--- config.mk ---
export PLATFORM = sky130hd
export DESIGN_NAME = aspect_fit_center_rect_core
export DESIGN_NICKNAME = d
export VERILOG_FILES = /design/src/afc_pkg.sv /design/src/afc_front.sv /design/src/afc_queue.sv /design/src/afc_back.sv /design/src/aspect_fit_center_rect_core.sv
export SDC_FILE = /design/constraint.sdc
export NUM_CORES = 2
export LEC_CHECK = 0
export BUFFER_PORTS_ARGS = -buffer_cell sky130_fd_sc_hd__buf_2
export CORE_UTILIZATION = 35
export DETAILED_ROUTE_END_ITERATION = 8
export PLACE_DENSITY_LB_ADDON = 0.15
export SLEW_MARGIN = 15
export SYNTH_ARGS = -nofsm -noshare
export SYNTH_HDL_FRONTEND = slang
export SYNTH_SLANG_ARGS = --single-unit
--- constraint.sdc ---
create_clock -name clk_i -period 9 [get_ports clk_i]
set_input_delay 0 -clock clk_i [delete_from_list [all_inputs] [get_ports clk_i]]
set_output_delay 0 -clock clk_i [all_outputs]
set_load 0.02 [all_outputs]
--- src/afc_pkg.sv ---
// Shared types, constants and width helpers for the aspect-fit block.
// No dependencies; every other file but assert_macros.svh imports this package.
`timescale 1ns / 1ps

package afc_pkg;

  localparam int FIELD_W      = 16;  // width of every dimension port
  localparam int DIM_BITS_DEF = 16;  // default dimension width
  localparam int MODE_W       = 3;
  localparam int QUEUE_DEPTH  = 2;
  localparam int PIPE_EXTRA   = 4;   // cycles beyond the divider steps

  typedef enum logic [MODE_W-1:0] {
    MODE_CLIP,   // unscaled: centre and clip
    MODE_BAD,    // scaling with a zero dimension
    MODE_EQUAL,  // ratios match: whole destination
    MODE_FIT_W,  // source wider: fill width, letterbox
    MODE_FIT_H   // source taller: fill height, pillarbox
  } afc_mode_e;

  typedef struct packed {
    logic full;
    logic empty;
  } afc_qstat_t;

  // Effective dimension width: never wider than the ports.
  function automatic int afc_dim_w(int bits);
    return (bits < FIELD_W) ? bits : FIELD_W;
  endfunction

  // Job word: mode, numerator, divisor, dw, dh, clipped w, clipped h.
  function automatic int afc_job_w(int dim_w);
    return MODE_W + 7 * dim_w;
  endfunction

  function automatic int afc_latency(int dim_w);
    return dim_w + PIPE_EXTRA;
  endfunction

endpackage

--- src/afc_front.sv ---
// Front end: accepts an item, forms the cross products and classifies it.
// Depends on afc_pkg; pushes one job word per item into afc_queue.
`timescale 1ns / 1ps

module afc_front #(
  parameter int DIM_W = afc_pkg::FIELD_W,
  parameter int JOB_W = afc_pkg::afc_job_w(afc_pkg::FIELD_W)
) (
  input  logic                clk_i,
  input  logic                rst_ni,
  input  logic                start_i,
  output logic                busy_o,
  input  logic [DIM_W-1:0]    src_w_i,
  input  logic [DIM_W-1:0]    src_h_i,
  input  logic [DIM_W-1:0]    dst_w_i,
  input  logic [DIM_W-1:0]    dst_h_i,
  input  logic                scale_mode_i,
  input  afc_pkg::afc_qstat_t qstat_i,
  output logic                push_o,
  output logic [JOB_W-1:0]    job_o
);
  import afc_pkg::*;

  localparam int PROD_W = 2 * DIM_W;

  logic              v1_q;
  logic              stall;
  logic              accept;
  logic [DIM_W-1:0]  sw_q, sh_q, dw_q, dh_q;
  logic              scale_q;
  logic [PROD_W-1:0] lhs_q, rhs_q;

  afc_mode_e         mode;
  logic [PROD_W-1:0] num;
  logic [DIM_W-1:0]  den, cw, ch;
  logic              any_zero;
  logic              src_wider;

  assign stall  = v1_q && qstat_i.full;
  assign busy_o = stall;
  assign accept = start_i && !stall;
  assign push_o = v1_q && !qstat_i.full;

  always_ff @(posedge clk_i or negedge rst_ni) begin
    if (!rst_ni) begin
      v1_q <= 1'b0;
    end else if (!stall) begin
      v1_q <= start_i;
    end
  end

  // Capture dims and both cross products in the accept cycle.
  always_ff @(posedge clk_i) begin
    if (accept) begin
      sw_q    <= src_w_i;
      sh_q    <= src_h_i;
      dw_q    <= dst_w_i;
      dh_q    <= dst_h_i;
      scale_q <= scale_mode_i;
      lhs_q   <= PROD_W'(src_w_i) * PROD_W'(dst_h_i);
      rhs_q   <= PROD_W'(dst_w_i) * PROD_W'(src_h_i);
    end
  end

  always_comb begin
    any_zero  = (sw_q == '0) || (sh_q == '0) || (dw_q == '0) || (dh_q == '0);
    src_wider = lhs_q > rhs_q;
    if (!scale_q) begin
      mode = MODE_CLIP;
    end else if (any_zero) begin
      mode = MODE_BAD;
    end else if (src_wider) begin
      mode = MODE_FIT_W;
    end else if (lhs_q < rhs_q) begin
      mode = MODE_FIT_H;
    end else begin
      mode = MODE_EQUAL;
    end
    num = src_wider ? rhs_q : lhs_q;
    den = src_wider ? sw_q : sh_q;
    cw  = (sw_q < dw_q) ? sw_q : dw_q;
    ch  = (sh_q < dh_q) ? sh_q : dh_q;
  end

  assign job_o = {mode, num, den, dw_q, dh_q, cw, ch};

endmodule

--- src/afc_queue.sv ---
// Short FIFO of job words between the front end and the divider.
// Depends on afc_pkg for the status struct and default depth.
`timescale 1ns / 1ps

module afc_queue #(
  parameter int WIDTH = afc_pkg::afc_job_w(afc_pkg::FIELD_W),
  parameter int DEPTH = afc_pkg::QUEUE_DEPTH
) (
  input  logic                clk_i,
  input  logic                rst_ni,
  input  logic                push_i,
  input  logic [WIDTH-1:0]    data_i,
  input  logic                pop_i,
  output logic [WIDTH-1:0]    data_o,
  output afc_pkg::afc_qstat_t stat_o
);
  import afc_pkg::*;

  localparam int PTR_W = (DEPTH > 1) ? $clog2(DEPTH) : 1;
  localparam int CNT_W = $clog2(DEPTH + 1);

  logic [WIDTH-1:0] mem_q [DEPTH];
  logic [PTR_W-1:0] wr_ptr_q, rd_ptr_q;
  logic [CNT_W-1:0] cnt_q;
  logic             do_push, do_pop;

  assign stat_o.full  = (cnt_q == CNT_W'(DEPTH));
  assign stat_o.empty = (cnt_q == '0);
  assign do_push      = push_i && !stat_o.full;
  assign do_pop       = pop_i && !stat_o.empty;
  assign data_o       = mem_q[rd_ptr_q];

  always_ff @(posedge clk_i or negedge rst_ni) begin
    if (!rst_ni) begin
      wr_ptr_q <= '0;
      rd_ptr_q <= '0;
      cnt_q    <= '0;
    end else begin
      if (do_push) begin
        wr_ptr_q <= (wr_ptr_q == PTR_W'(DEPTH - 1)) ? '0 : wr_ptr_q + 1'b1;
      end
      if (do_pop) begin
        rd_ptr_q <= (rd_ptr_q == PTR_W'(DEPTH - 1)) ? '0 : rd_ptr_q + 1'b1;
      end
      if (do_push && !do_pop) begin
        cnt_q <= cnt_q + 1'b1;
      end else if (do_pop && !do_push) begin
        cnt_q <= cnt_q - 1'b1;
      end
    end
  end

  always_ff @(posedge clk_i) begin
    if (do_push) begin
      mem_q[wr_ptr_q] <= data_i;
    end
  end

endmodule

--- src/afc_back.sv ---
// Back end: restoring divider, one quotient bit per stage, then placement.
// Depends on afc_pkg; drains afc_queue one job word per cycle.
`timescale 1ns / 1ps

module afc_back #(
  parameter int DIM_W = afc_pkg::FIELD_W,
  parameter int JOB_W = afc_pkg::afc_job_w(afc_pkg::FIELD_W)
) (
  input  logic                clk_i,
  input  logic                rst_ni,
  input  afc_pkg::afc_qstat_t qstat_i,
  input  logic [JOB_W-1:0]    job_i,
  output logic                pop_o,
  output logic                valid_o,
  output logic [DIM_W-1:0]    pos_x_o,
  output logic [DIM_W-1:0]    pos_y_o,
  output logic [DIM_W-1:0]    out_w_o,
  output logic [DIM_W-1:0]    out_h_o,
  output logic                bad_size_o
);
  import afc_pkg::*;

  localparam int PROD_W = 2 * DIM_W;
  localparam int NSTG   = DIM_W + 1;

  logic [MODE_W-1:0] j_mode_raw;
  afc_mode_e         j_mode;
  logic [PROD_W-1:0] j_num;
  logic [DIM_W-1:0]  j_den, j_dw, j_dh, j_cw, j_ch;

  logic [NSTG-1:0]   vld_q;
  afc_mode_e         mode_q [NSTG];
  logic [DIM_W-1:0]  den_q  [NSTG];
  logic [DIM_W-1:0]  dw_q   [NSTG];
  logic [DIM_W-1:0]  dh_q   [NSTG];
  logic [DIM_W-1:0]  cw_q   [NSTG];
  logic [DIM_W-1:0]  ch_q   [NSTG];
  logic [DIM_W-1:0]  rem_q  [NSTG];
  logic [DIM_W-1:0]  low_q  [NSTG];
  logic [DIM_W-1:0]  quo_q  [NSTG];

  logic [DIM_W-1:0]  rem_n  [DIM_W];
  logic [DIM_W-1:0]  quo_n  [DIM_W];
  logic [DIM_W:0]    trial  [DIM_W];
  logic [DIM_W:0]    diff   [DIM_W];

  logic              out_vld_q;
  logic [DIM_W-1:0]  px_d, py_d, ow_d, oh_d;
  logic              bad_d;
  logic [DIM_W-1:0]  spare_x, spare_y, q_fin;

  assign pop_o = !qstat_i.empty;

  assign {j_mode_raw, j_num, j_den, j_dw, j_dh, j_cw, j_ch} = job_i;
  assign j_mode = afc_mode_e'(j_mode_raw);

  // One compare-subtract per stage on the partial remainder.
  always_comb begin
    for (int i = 0; i < DIM_W; i++) begin
      trial[i] = {rem_q[i], low_q[i][DIM_W-1]};
      diff[i]  = trial[i] - {1'b0, den_q[i]};
      if (trial[i] >= {1'b0, den_q[i]}) begin
        rem_n[i] = diff[i][DIM_W-1:0];
        quo_n[i] = {quo_q[i][DIM_W-2:0], 1'b1};
      end else begin
        rem_n[i] = trial[i][DIM_W-1:0];
        quo_n[i] = {quo_q[i][DIM_W-2:0], 1'b0};
      end
    end
  end

  always_ff @(posedge clk_i or negedge rst_ni) begin
    if (!rst_ni) begin
      vld_q     <= '0;
      out_vld_q <= 1'b0;
    end else begin
      vld_q     <= {vld_q[NSTG-2:0], pop_o};
      out_vld_q <= vld_q[NSTG-1];
    end
  end

  always_ff @(posedge clk_i) begin
    mode_q[0] <= j_mode;
    den_q[0]  <= j_den;
    dw_q[0]   <= j_dw;
    dh_q[0]   <= j_dh;
    cw_q[0]   <= j_cw;
    ch_q[0]   <= j_ch;
    rem_q[0]  <= j_num[PROD_W-1:DIM_W];
    low_q[0]  <= j_num[DIM_W-1:0];
    quo_q[0]  <= '0;
    for (int i = 0; i < DIM_W; i++) begin
      mode_q[i+1] <= mode_q[i];
      den_q[i+1]  <= den_q[i];
      dw_q[i+1]   <= dw_q[i];
      dh_q[i+1]   <= dh_q[i];
      cw_q[i+1]   <= cw_q[i];
      ch_q[i+1]   <= ch_q[i];
      rem_q[i+1]  <= rem_n[i];
      low_q[i+1]  <= {low_q[i][DIM_W-2:0], 1'b0};
      quo_q[i+1]  <= quo_n[i];
    end
  end

  // Place the rectangle by mode, using the finished quotient in the fit modes.
  always_comb begin
    q_fin   = quo_q[DIM_W];
    spare_x = '0;
    spare_y = '0;
    px_d    = '0;
    py_d    = '0;
    ow_d    = '0;
    oh_d    = '0;
    bad_d   = 1'b0;
    unique case (mode_q[DIM_W])
      MODE_CLIP: begin
        spare_x = dw_q[DIM_W] - cw_q[DIM_W];
        spare_y = dh_q[DIM_W] - ch_q[DIM_W];
        ow_d    = cw_q[DIM_W];
        oh_d    = ch_q[DIM_W];
        px_d    = spare_x >> 1;
        py_d    = spare_y >> 1;
      end
      MODE_BAD: begin
        bad_d = 1'b1;
      end
      MODE_EQUAL: begin
        ow_d = dw_q[DIM_W];
        oh_d = dh_q[DIM_W];
      end
      MODE_FIT_W: begin
        spare_y = dh_q[DIM_W] - q_fin;
        ow_d    = dw_q[DIM_W];
        oh_d    = q_fin;
        py_d    = spare_y >> 1;
      end
      MODE_FIT_H: begin
        spare_x = dw_q[DIM_W] - q_fin;
        ow_d    = q_fin;
        oh_d    = dh_q[DIM_W];
        px_d    = spare_x >> 1;
      end
      default: begin
        bad_d = 1'b0;
      end
    endcase
  end

  always_ff @(posedge clk_i) begin
    pos_x_o    <= px_d;
    pos_y_o    <= py_d;
    out_w_o    <= ow_d;
    out_h_o    <= oh_d;
    bad_size_o <= bad_d;
  end

  assign valid_o = out_vld_q;

endmodule

--- src/aspect_fit_center_rect_core.sv ---
// An accepted item passes the front register, the job queue, the DIM_W-stage divider
// and the output register before its result strobe (DIM_W = min(DIM_BITS, 16)).
// Throughput: one item per cycle; the divider drains the job queue every cycle,
// so the queue never holds more than one word and busy never rises.
// The result is shown for one cycle under valid_o; the receiver cannot stall.
// Reset (rst_ni low, asynchronous) clears all valid bits and the queue pointers.
`timescale 1ns / 1ps

module aspect_fit_center_rect_core #(
  parameter int DIM_BITS = afc_pkg::DIM_BITS_DEF
) (
  input  logic                          clk_i,
  input  logic                          rst_ni,
  input  logic                          start,
  output logic                          busy,
  input  logic [afc_pkg::FIELD_W-1:0]   src_w_i,
  input  logic [afc_pkg::FIELD_W-1:0]   src_h_i,
  input  logic [afc_pkg::FIELD_W-1:0]   dst_w_i,
  input  logic [afc_pkg::FIELD_W-1:0]   dst_h_i,
  input  logic                          scale_mode_i,
  output logic                          valid_o,
  output logic [afc_pkg::FIELD_W-1:0]   pos_x_o,
  output logic [afc_pkg::FIELD_W-1:0]   pos_y_o,
  output logic [afc_pkg::FIELD_W-1:0]   out_w_o,
  output logic [afc_pkg::FIELD_W-1:0]   out_h_o,
  output logic                          bad_size_o
);
  import afc_pkg::*;

  // Dimensions are cut to DIM_BITS; the ports already bound them at 16 bits.
  localparam int DIM_W = afc_dim_w(DIM_BITS);
  localparam int JOB_W = afc_job_w(DIM_W);

  afc_qstat_t       qstat;
  logic             push, pop;
  logic [JOB_W-1:0] job_in, job_out;
  logic [DIM_W-1:0] px, py, ow, oh;

  // Front: take the beat, form sw*dh and dw*sh, classify into a job word.
  afc_front #(
    .DIM_W (DIM_W),
    .JOB_W (JOB_W)
  ) u_front (
    .clk_i        (clk_i),
    .rst_ni       (rst_ni),
    .start_i      (start),
    .busy_o       (busy),
    .src_w_i      (src_w_i[DIM_W-1:0]),
    .src_h_i      (src_h_i[DIM_W-1:0]),
    .dst_w_i      (dst_w_i[DIM_W-1:0]),
    .dst_h_i      (dst_h_i[DIM_W-1:0]),
    .scale_mode_i (scale_mode_i),
    .qstat_i      (qstat),
    .push_o       (push),
    .job_o        (job_in)
  );

  // Queue: decouple classification from the divider pipeline.
  afc_queue #(
    .WIDTH (JOB_W),
    .DEPTH (QUEUE_DEPTH)
  ) u_queue (
    .clk_i  (clk_i),
    .rst_ni (rst_ni),
    .push_i (push),
    .data_i (job_in),
    .pop_i  (pop),
    .data_o (job_out),
    .stat_o (qstat)
  );

  // Back: floor-divide the chosen cross product, then centre the result.
  afc_back #(
    .DIM_W (DIM_W),
    .JOB_W (JOB_W)
  ) u_back (
    .clk_i      (clk_i),
    .rst_ni     (rst_ni),
    .qstat_i    (qstat),
    .job_i      (job_out),
    .pop_o      (pop),
    .valid_o    (valid_o),
    .pos_x_o    (px),
    .pos_y_o    (py),
    .out_w_o    (ow),
    .out_h_o    (oh),
    .bad_size_o (bad_size_o)
  );

  // Zero-extend the placed rectangle back to port width.
  assign pos_x_o = FIELD_W'(px);
  assign pos_y_o = FIELD_W'(py);
  assign out_w_o = FIELD_W'(ow);
  assign out_h_o = FIELD_W'(oh);

endmodule

==> After elaboration in Yosys (flattened, before gate mapping) <==
Memory sizes are Yosys's and may differ from the RTL's.
Cells that the tools add are included.
{ "word_totals": {"register_bits": 217, "latch_bits": 0, "mem_bits_rw": 2457, "rom_bits": 0, "input_bits": 68, "out_inout_bits": 67, "wordCells": 152, "mem_count": 10} }
{ "memory_table": {"columns": ["name", "depth", "word_bits", "rd", "rd_ports_with_merged_regs", "wr", "line_no", "text"], "rows": [
  ["u_back.ch_q", 17, 16, 17, 0, 17, "afc_back.sv:37", "logic [DIM_W-1:0] ch_q [NSTG];"],
  ["u_back.cw_q", 17, 16, 17, 0, 17, "afc_back.sv:36", "logic [DIM_W-1:0] cw_q [NSTG];"],
  ["u_back.den_q", 17, 16, 16, 0, 17, "afc_back.sv:33", "logic [DIM_W-1:0] den_q [NSTG];"],
  ["u_back.dh_q", 17, 16, 17, 0, 17, "afc_back.sv:35", "logic [DIM_W-1:0] dh_q [NSTG];"],
  ["u_back.dw_q", 17, 16, 17, 0, 17, "afc_back.sv:34", "logic [DIM_W-1:0] dw_q [NSTG];"],
  ["u_back.low_q", 17, 16, 16, 0, 17, "afc_back.sv:39", "logic [DIM_W-1:0] low_q [NSTG];"],
  ["4 more memories", null, null, null, null, null, null, null]
]} }
{ "op_classes": {"add_sub_neg": 24, "multipliers": 2, "n_div": 0, "n_lt_le_gt_ge": 20, "n_eq_ne": 5, "n_shift": 0, "n_mux": 51, "bitwise": 0, "reduce_logical": 22} }
{ "ops": {"columns": ["op", "n"], "rows": [
  ["subtractor 16 bit", 20],
  ["2-to-1 mux 16 bit", 19],
  ["greater-or-equal comparator 17 x 16 -> 1 bit", 16],
  ["case mux 16 bit (3 select lines)", 2],
  ["zero test 16 bit", 4],
  ["multiplier 16 x 16 -> 32 bit", 2],
  ["case mux 15 bit (2 select lines)", 2],
  ["> comparator 32 bit", 1],
  ["< comparator 16 bit", 2],
  ["< comparator 32 bit", 1],
  ["2-to-1 mux 32 bit", 1],
  ["2-to-1 mux 1 bit", 21],
  ["2-to-1 mux 3 bit", 4],
  ["equality test 3 x 2 -> 1 bit (second input constant)", 2],
  ["logical AND 1 bit", 6],
  ["zero test 1 bit", 4],
  ["2-to-1 mux 2 bit", 2],
  ["OR reduction 2 bit", 2],
  ["equality test 3 x 1 -> 1 bit (second input constant)", 1],
  ["equality test 3 bit (second input constant)", 1],
  ["zero test 3 bit", 1],
  ["logical OR 1 bit", 3],
  ["adder 1 bit (second input constant)", 2],
  ["adder 2 x 1 -> 2 bit (second input constant)", 1],
  ["other kinds (4)", 4]
]} }

==> Depth between registers and ports, before layout <==
{ "logic_depth": {"word_depth": 8, "depth_mapped": 23, "mapped_depth_nobuf": 21} }

==> Hierarchy <==
Synthesis repeated with hierarchy kept, for this count alone.
{ "hier_totals": {"cells_unflattened": 7341, "area_unflattened_um2": 89594.7} }
{ "modules_own_cells": {"columns": ["module", "n_inst", "cells_per_inst", "area_each_um2", "seq_area_each_um2"], "rows": [
  ["afc_back", 1, 4562, 57513.9, 40208.6],
  ["afc_front", 1, 2402, 23430.0, 3898.7],
  ["afc_queue", 1, 377, 8650.8, 7006.7]
]} }

==> Worst setup path after synthesis <==
OpenSTA, ideal clock, no wires.
{ "synth_path": {"path_kind": "flip-flop to flip-flop", "from": "register u_queue.cnt_q[0]", "to": "memory u_queue.mem_q[0][0] (netlist bit), enable pin", "setup_time_ps": 590, "arrival_ps": 5400, "t_required_ps": 8410, "path_slack_ps": 3010, "path_stages_with_launch": 4, "path_buffers": 0, "cell_sequence": "dfrtp_1 > nand2b_1 > nand2_1 > nor2_1"} }
{ "synth_via": {"elab_chain_len": 6} }
{ "synth_rtl": {"columns": ["item", "line_no", "text"], "rows": [
  ["from (decl)", "afc_queue.sv:24", "logic [CNT_W-1:0] cnt_q;"],
  ["from (signal assigned)", "afc_queue.sv:46", "cnt_q <= cnt_q + 1'b1;"],
  ["from (signal assigned)", "afc_queue.sv:48", "cnt_q <= cnt_q - 1'b1;"],
  ["equality test 2 bit *", "afc_queue.sv:27", "assign stat_o.full = (cnt_q == CNT_W'(DEPTH));"],
  ["zero test 1 bit *", "afc_front.sv:42, afc_queue.sv:29", null],
  ["logical AND 1 bit", "afc_front.sv:42", "assign push_o = v1_q && !qstat_i.full;"],
  ["logical AND 1 bit *", "afc_queue.sv:29", "assign do_push = push_i && !stat_o.full;"],
  ["2-to-1 mux 1 bit *", "afc_queue.sv:54", "if (do_push) begin"],
  ["2-to-1 mux 1 bit (not written as such) *", "afc_queue.sv:55", "mem_q[wr_ptr_q] <= data_i;"],
  ["to (decl)", "afc_queue.sv:22", "logic [WIDTH-1:0] mem_q [DEPTH];"]
]} }
Mark *: on every way between the ends. The rest lies on a longest branch, timed or not.

==> Final worst setup path <==
{ "layout_path": {"from": "input src_w_i[10] (netlist bit)", "to": "register u_front.lhs_q[26] (data pin)"} }
{ "layout_via": {"elab_chain_len": 1} }
{ "layout_rtl": {"columns": ["item", "line_no", "text"], "rows": [
  ["from (decl)", "aspect_fit_center_rect_core.sv:16", "input logic [afc_pkg::FIELD_W-1:0] src_w_i,"],
  ["multiplier 16 x 16 -> 32 bit", "afc_front.sv:60", "lhs_q <= PROD_W'(src_w_i) * PROD_W'(dst_h_i);"],
  ["to (signal assigned)", "afc_front.sv:60", null],
  ["to (decl)", "afc_front.sv:31", "logic [PROD_W-1:0] lhs_q, rhs_q;"]
]} }
Every way passes these cells.
A chain may end at the register's enable or synchronous reset.

==> results by group <==
Status
  • Status: completed

Floorplan
  • Initial core utilization: 0.353
  • Row cnt: 185
  • Die ar.: 260000 um2
  • Ports: 135
  • Die X-Extent: 510 um
  • Die H: 510 um
  • Core area: 255000 um2

Drt
  • Mean routed wirelength per cell: 17.2 um
  • TritonRoute pass-1 iters: 6
  • DRC: 0
  • Post-Route WL: 193000 um
  • Via density: 4.53
  • Via Count: 50924
  • Routed Antenna Nets: 0
  • Iter 0 DRT Violations: 2652

Min path
  • Type of the worst min-delay path: primary input to flop

Global route
  • Largest net degree at the start of global routing: 72
  • Vias in the first global route: 52197
  • Global Route Usage Sum: 0.150
  • Overflow after GRT: 0
  • Initial antenna violation count: 19
  • Global-route wire length before repair: 301000 um

Logic synthesis
  • Syn Inst Count: 7356
  • Largest cells by area after synthesis: dfxtp_1, edfxtp_1, fa_1
  • Syn. warnings: 0
  • Post-synth EDFFs: 359
  • Post-synthesis cell type count: 93
  • Seq/Total Area, Yosys: 0.567
  • Asr flop ratio synth: 0.00971
  • Synth top area share: 0.441
  • Syn Area/Cell: 12.3 um2
  • Post-synth top area cell: dfxtp_1
  • Synthesized flop and latch total: 2368
  • Ys flop type: dfxtp_1
  • Post-Synthesis Cell Area: 90200 um2

Cells and area
  • Final Net Count: 8692
  • End-of-flow core utilization: 0.406
  • Layout cells sized above 1: 0.0951
  • Fillers: 23955
  • Non-Filler Instances: 11238
  • Commonest non-fill, non-tap cell in the layout: dfxtp_1
  • Most frequent cells in the layout: dfxtp_1, inv_1, ha_1, nand2_1, fa_1
  • Area Overhead vs Synth: 15.0%

CTS
  • Cts repair resizes: 0
  • # clock sinks: 2368
  • H-Tree Depth: 4
  • Worst-Skew Late Latency: 0.88 ns
  • CTS Hold Bufs: 70
  • CTS tree: built
  • Root Buffer: clkbuf_16
  • Cts bufs inserted: 233
  • Post-CTS Setup Bufs: 0
  • CTS Buffer Depth: 3
  • Clock-pin transition on the worst setup and hold timing paths: 0.06 ns

Placement
  • Worst slack, placed: 2.46 ns
  • HPWL Detailed: 141000 um
  • PortBufs: 132
  • Routability congestion estimate: 0.846
  • Placed Instances: 10725

STA
  • Setup TNS: 0 ns
  • Fmax: 0.165 GHz
  • Setup Skew: 0.0921 ns
  • Final setup fails: 0
  • Final hold violations: 0
  • Final Critical Period: 6.08 ns
  • Max_slew headroom: 0.245
  • Final Cycle Share: 0.675
  • Worst-margin pin slew: 1.13 ns
  • Fin worst setup slack: 2.92 ns
  • Slew Limit Fails: 0
  • Unrepaired setup endpoints after global routing: false

Critical path
  • Crit path DAT: 6.70 ns
  • CP Capture Type: flop
  • WS Path Type: primary input to flop
  • CP startpoint kind: primary input
  • Worst-path fanout max: 17
  • Data required time at the worst endpoint: 9.62 ns

Flow run
  • Max-cap violation count: 0
-- cells by family (layout without fill, tap and decap cells) --
kind of cell,Yosys count,count (layout),share of synthesized area
adders and majority gates,960,960,0.167
DFF,2368,2368,0.567
other,1,6,0.0000416
AOI/OAI and AO/OA,882,882,0.0651
buffers and inverters,1034,1545,0.0440
muxes,462,462,0.0568
xor gates and xnor gates,227,227,0.0221
and+or+nand+nor,1422,1422,0.0782
-- synth_stat cells (24+ instances only) --
cell / number
dfxtp_1: 1986
inv_1: 870
ha_1: 555
nand2_1: 452
fa_1: 405
edfxtp_1: 359
and2_1: 260
nor2_1: 244
mux2_1: 237
a21oi_1: 206
xnor2_1: 170
mux2_2: 135
a21o_1: 126
clkbuf_1: 126
o21ai_0: 123
mux2i_1: 84
nand3_1: 80
nor3_1: 70
nand4_1: 63
o21ai_1: 61
nor2b_1: 59
xor2_1: 57
o21a_1: 56
o211ai_1: 47
and3_1: 46
a211oi_1: 35
nor4_1: 33
nand2b_1: 32
o21bai_1: 28
a31oi_1: 24
-- worst paths after layout --
| kind | endpoint | start | depth (start not counted) | slack [ns] |
|---|---|---|---|---|
| hold / removal | u_front.sw_q[12] | src_w_i[12] | 2 | 0.13 |
| hold reg to reg | u_back.ch_q[0][135] | u_back.ch_q[0][119] | 0 | 0.25 |
| max in group asynchronous | u_queue.rd_ptr_q | rst_ni | 3 | 7.89 |
| setup / recovery | u_front.lhs_q[26] | src_w_i[10] | 20 | 2.92 |
| setup reg to reg | u_back.pos_x_o[13] | u_back.mode_q[0][50] | 12 | 4.37 |
| min in group asynchronous | u_back.vld_q[6] | rst_ni | 3 | 0.39 |
-- area by class of cell --
type | instances | area, um2 | area share
antenna | 4 | 10.0 | 0.0000966
clock buffer | 319 | 6680 | 0.0644
clock inverter | 120 | 1690 | 0.0163
inverter | 881 | 3310 | 0.0319
multi-input combinational | 3955 | 35100 | 0.339
sequential | 2368 | 51100 | 0.493
tap | 3366 | 4210 | 0.0406
timing repair buffer | 225 | 1530 | 0.0148
-- through the flow --
step,instance area (um2),hold slack [ns]
detailed placement,94600,-0.00105
global route,104000,0.0854
floorplan,90200,-0.296
global placement,94600,-0.0107
CTS,104000,0.0335
finish,104000,0.128
-- registers in the layout (all words and copies together), names as in the netlist, 17 cells and up --
signal         count
u_back.ch_q      272
u_back.cw_q      272
u_back.den_q     256
u_back.dh_q      272
u_back.dw_q      272
u_back.low_q     136
u_back.mode_q     51
u_back.quo_q     136
u_back.rem_q     256
u_back.vld_q      17
u_front.lhs_q     32
u_front.rhs_q     32
u_queue.mem_q    230
-- critical path, cell delays in order --
cell and delay, ns:
dlygate4sd3_1 0.51, buf_2 0.44, nand2_1 0.15, fa_1 0.53
fa_1 0.58, fa_1 0.45, fa_1 0.56, inv_1 0.05
fa_1 0.47, inv_1 0.05, fa_1 0.48, inv_1 0.04
ha_1 0.33, nand3_1 0.11, nor2_1 0.12, a21oi_1 0.09
a221oi_1 0.87, a311oi_1 0.38, o31ai_1 0.36, xor2_1 0.10
-- per-layer routing --
| layer | up-vias | routed length, um | track usage |
|---|---|---|---|
| met3 | 324 | 8540 | 0.0246 |
| met4 | 2 | 5160 | 0.0485 |
| met2 | 1012 | 86200 | 0.238 |
| met1 | 24452 | 93600 | 0.206 |
| li1 | 25134 | - | - |
| met5 | - | 13 | 0 |
Power is not shown: default switching activity piles up to over one toggle a cycle in this logic, so the estimate is an artifact.
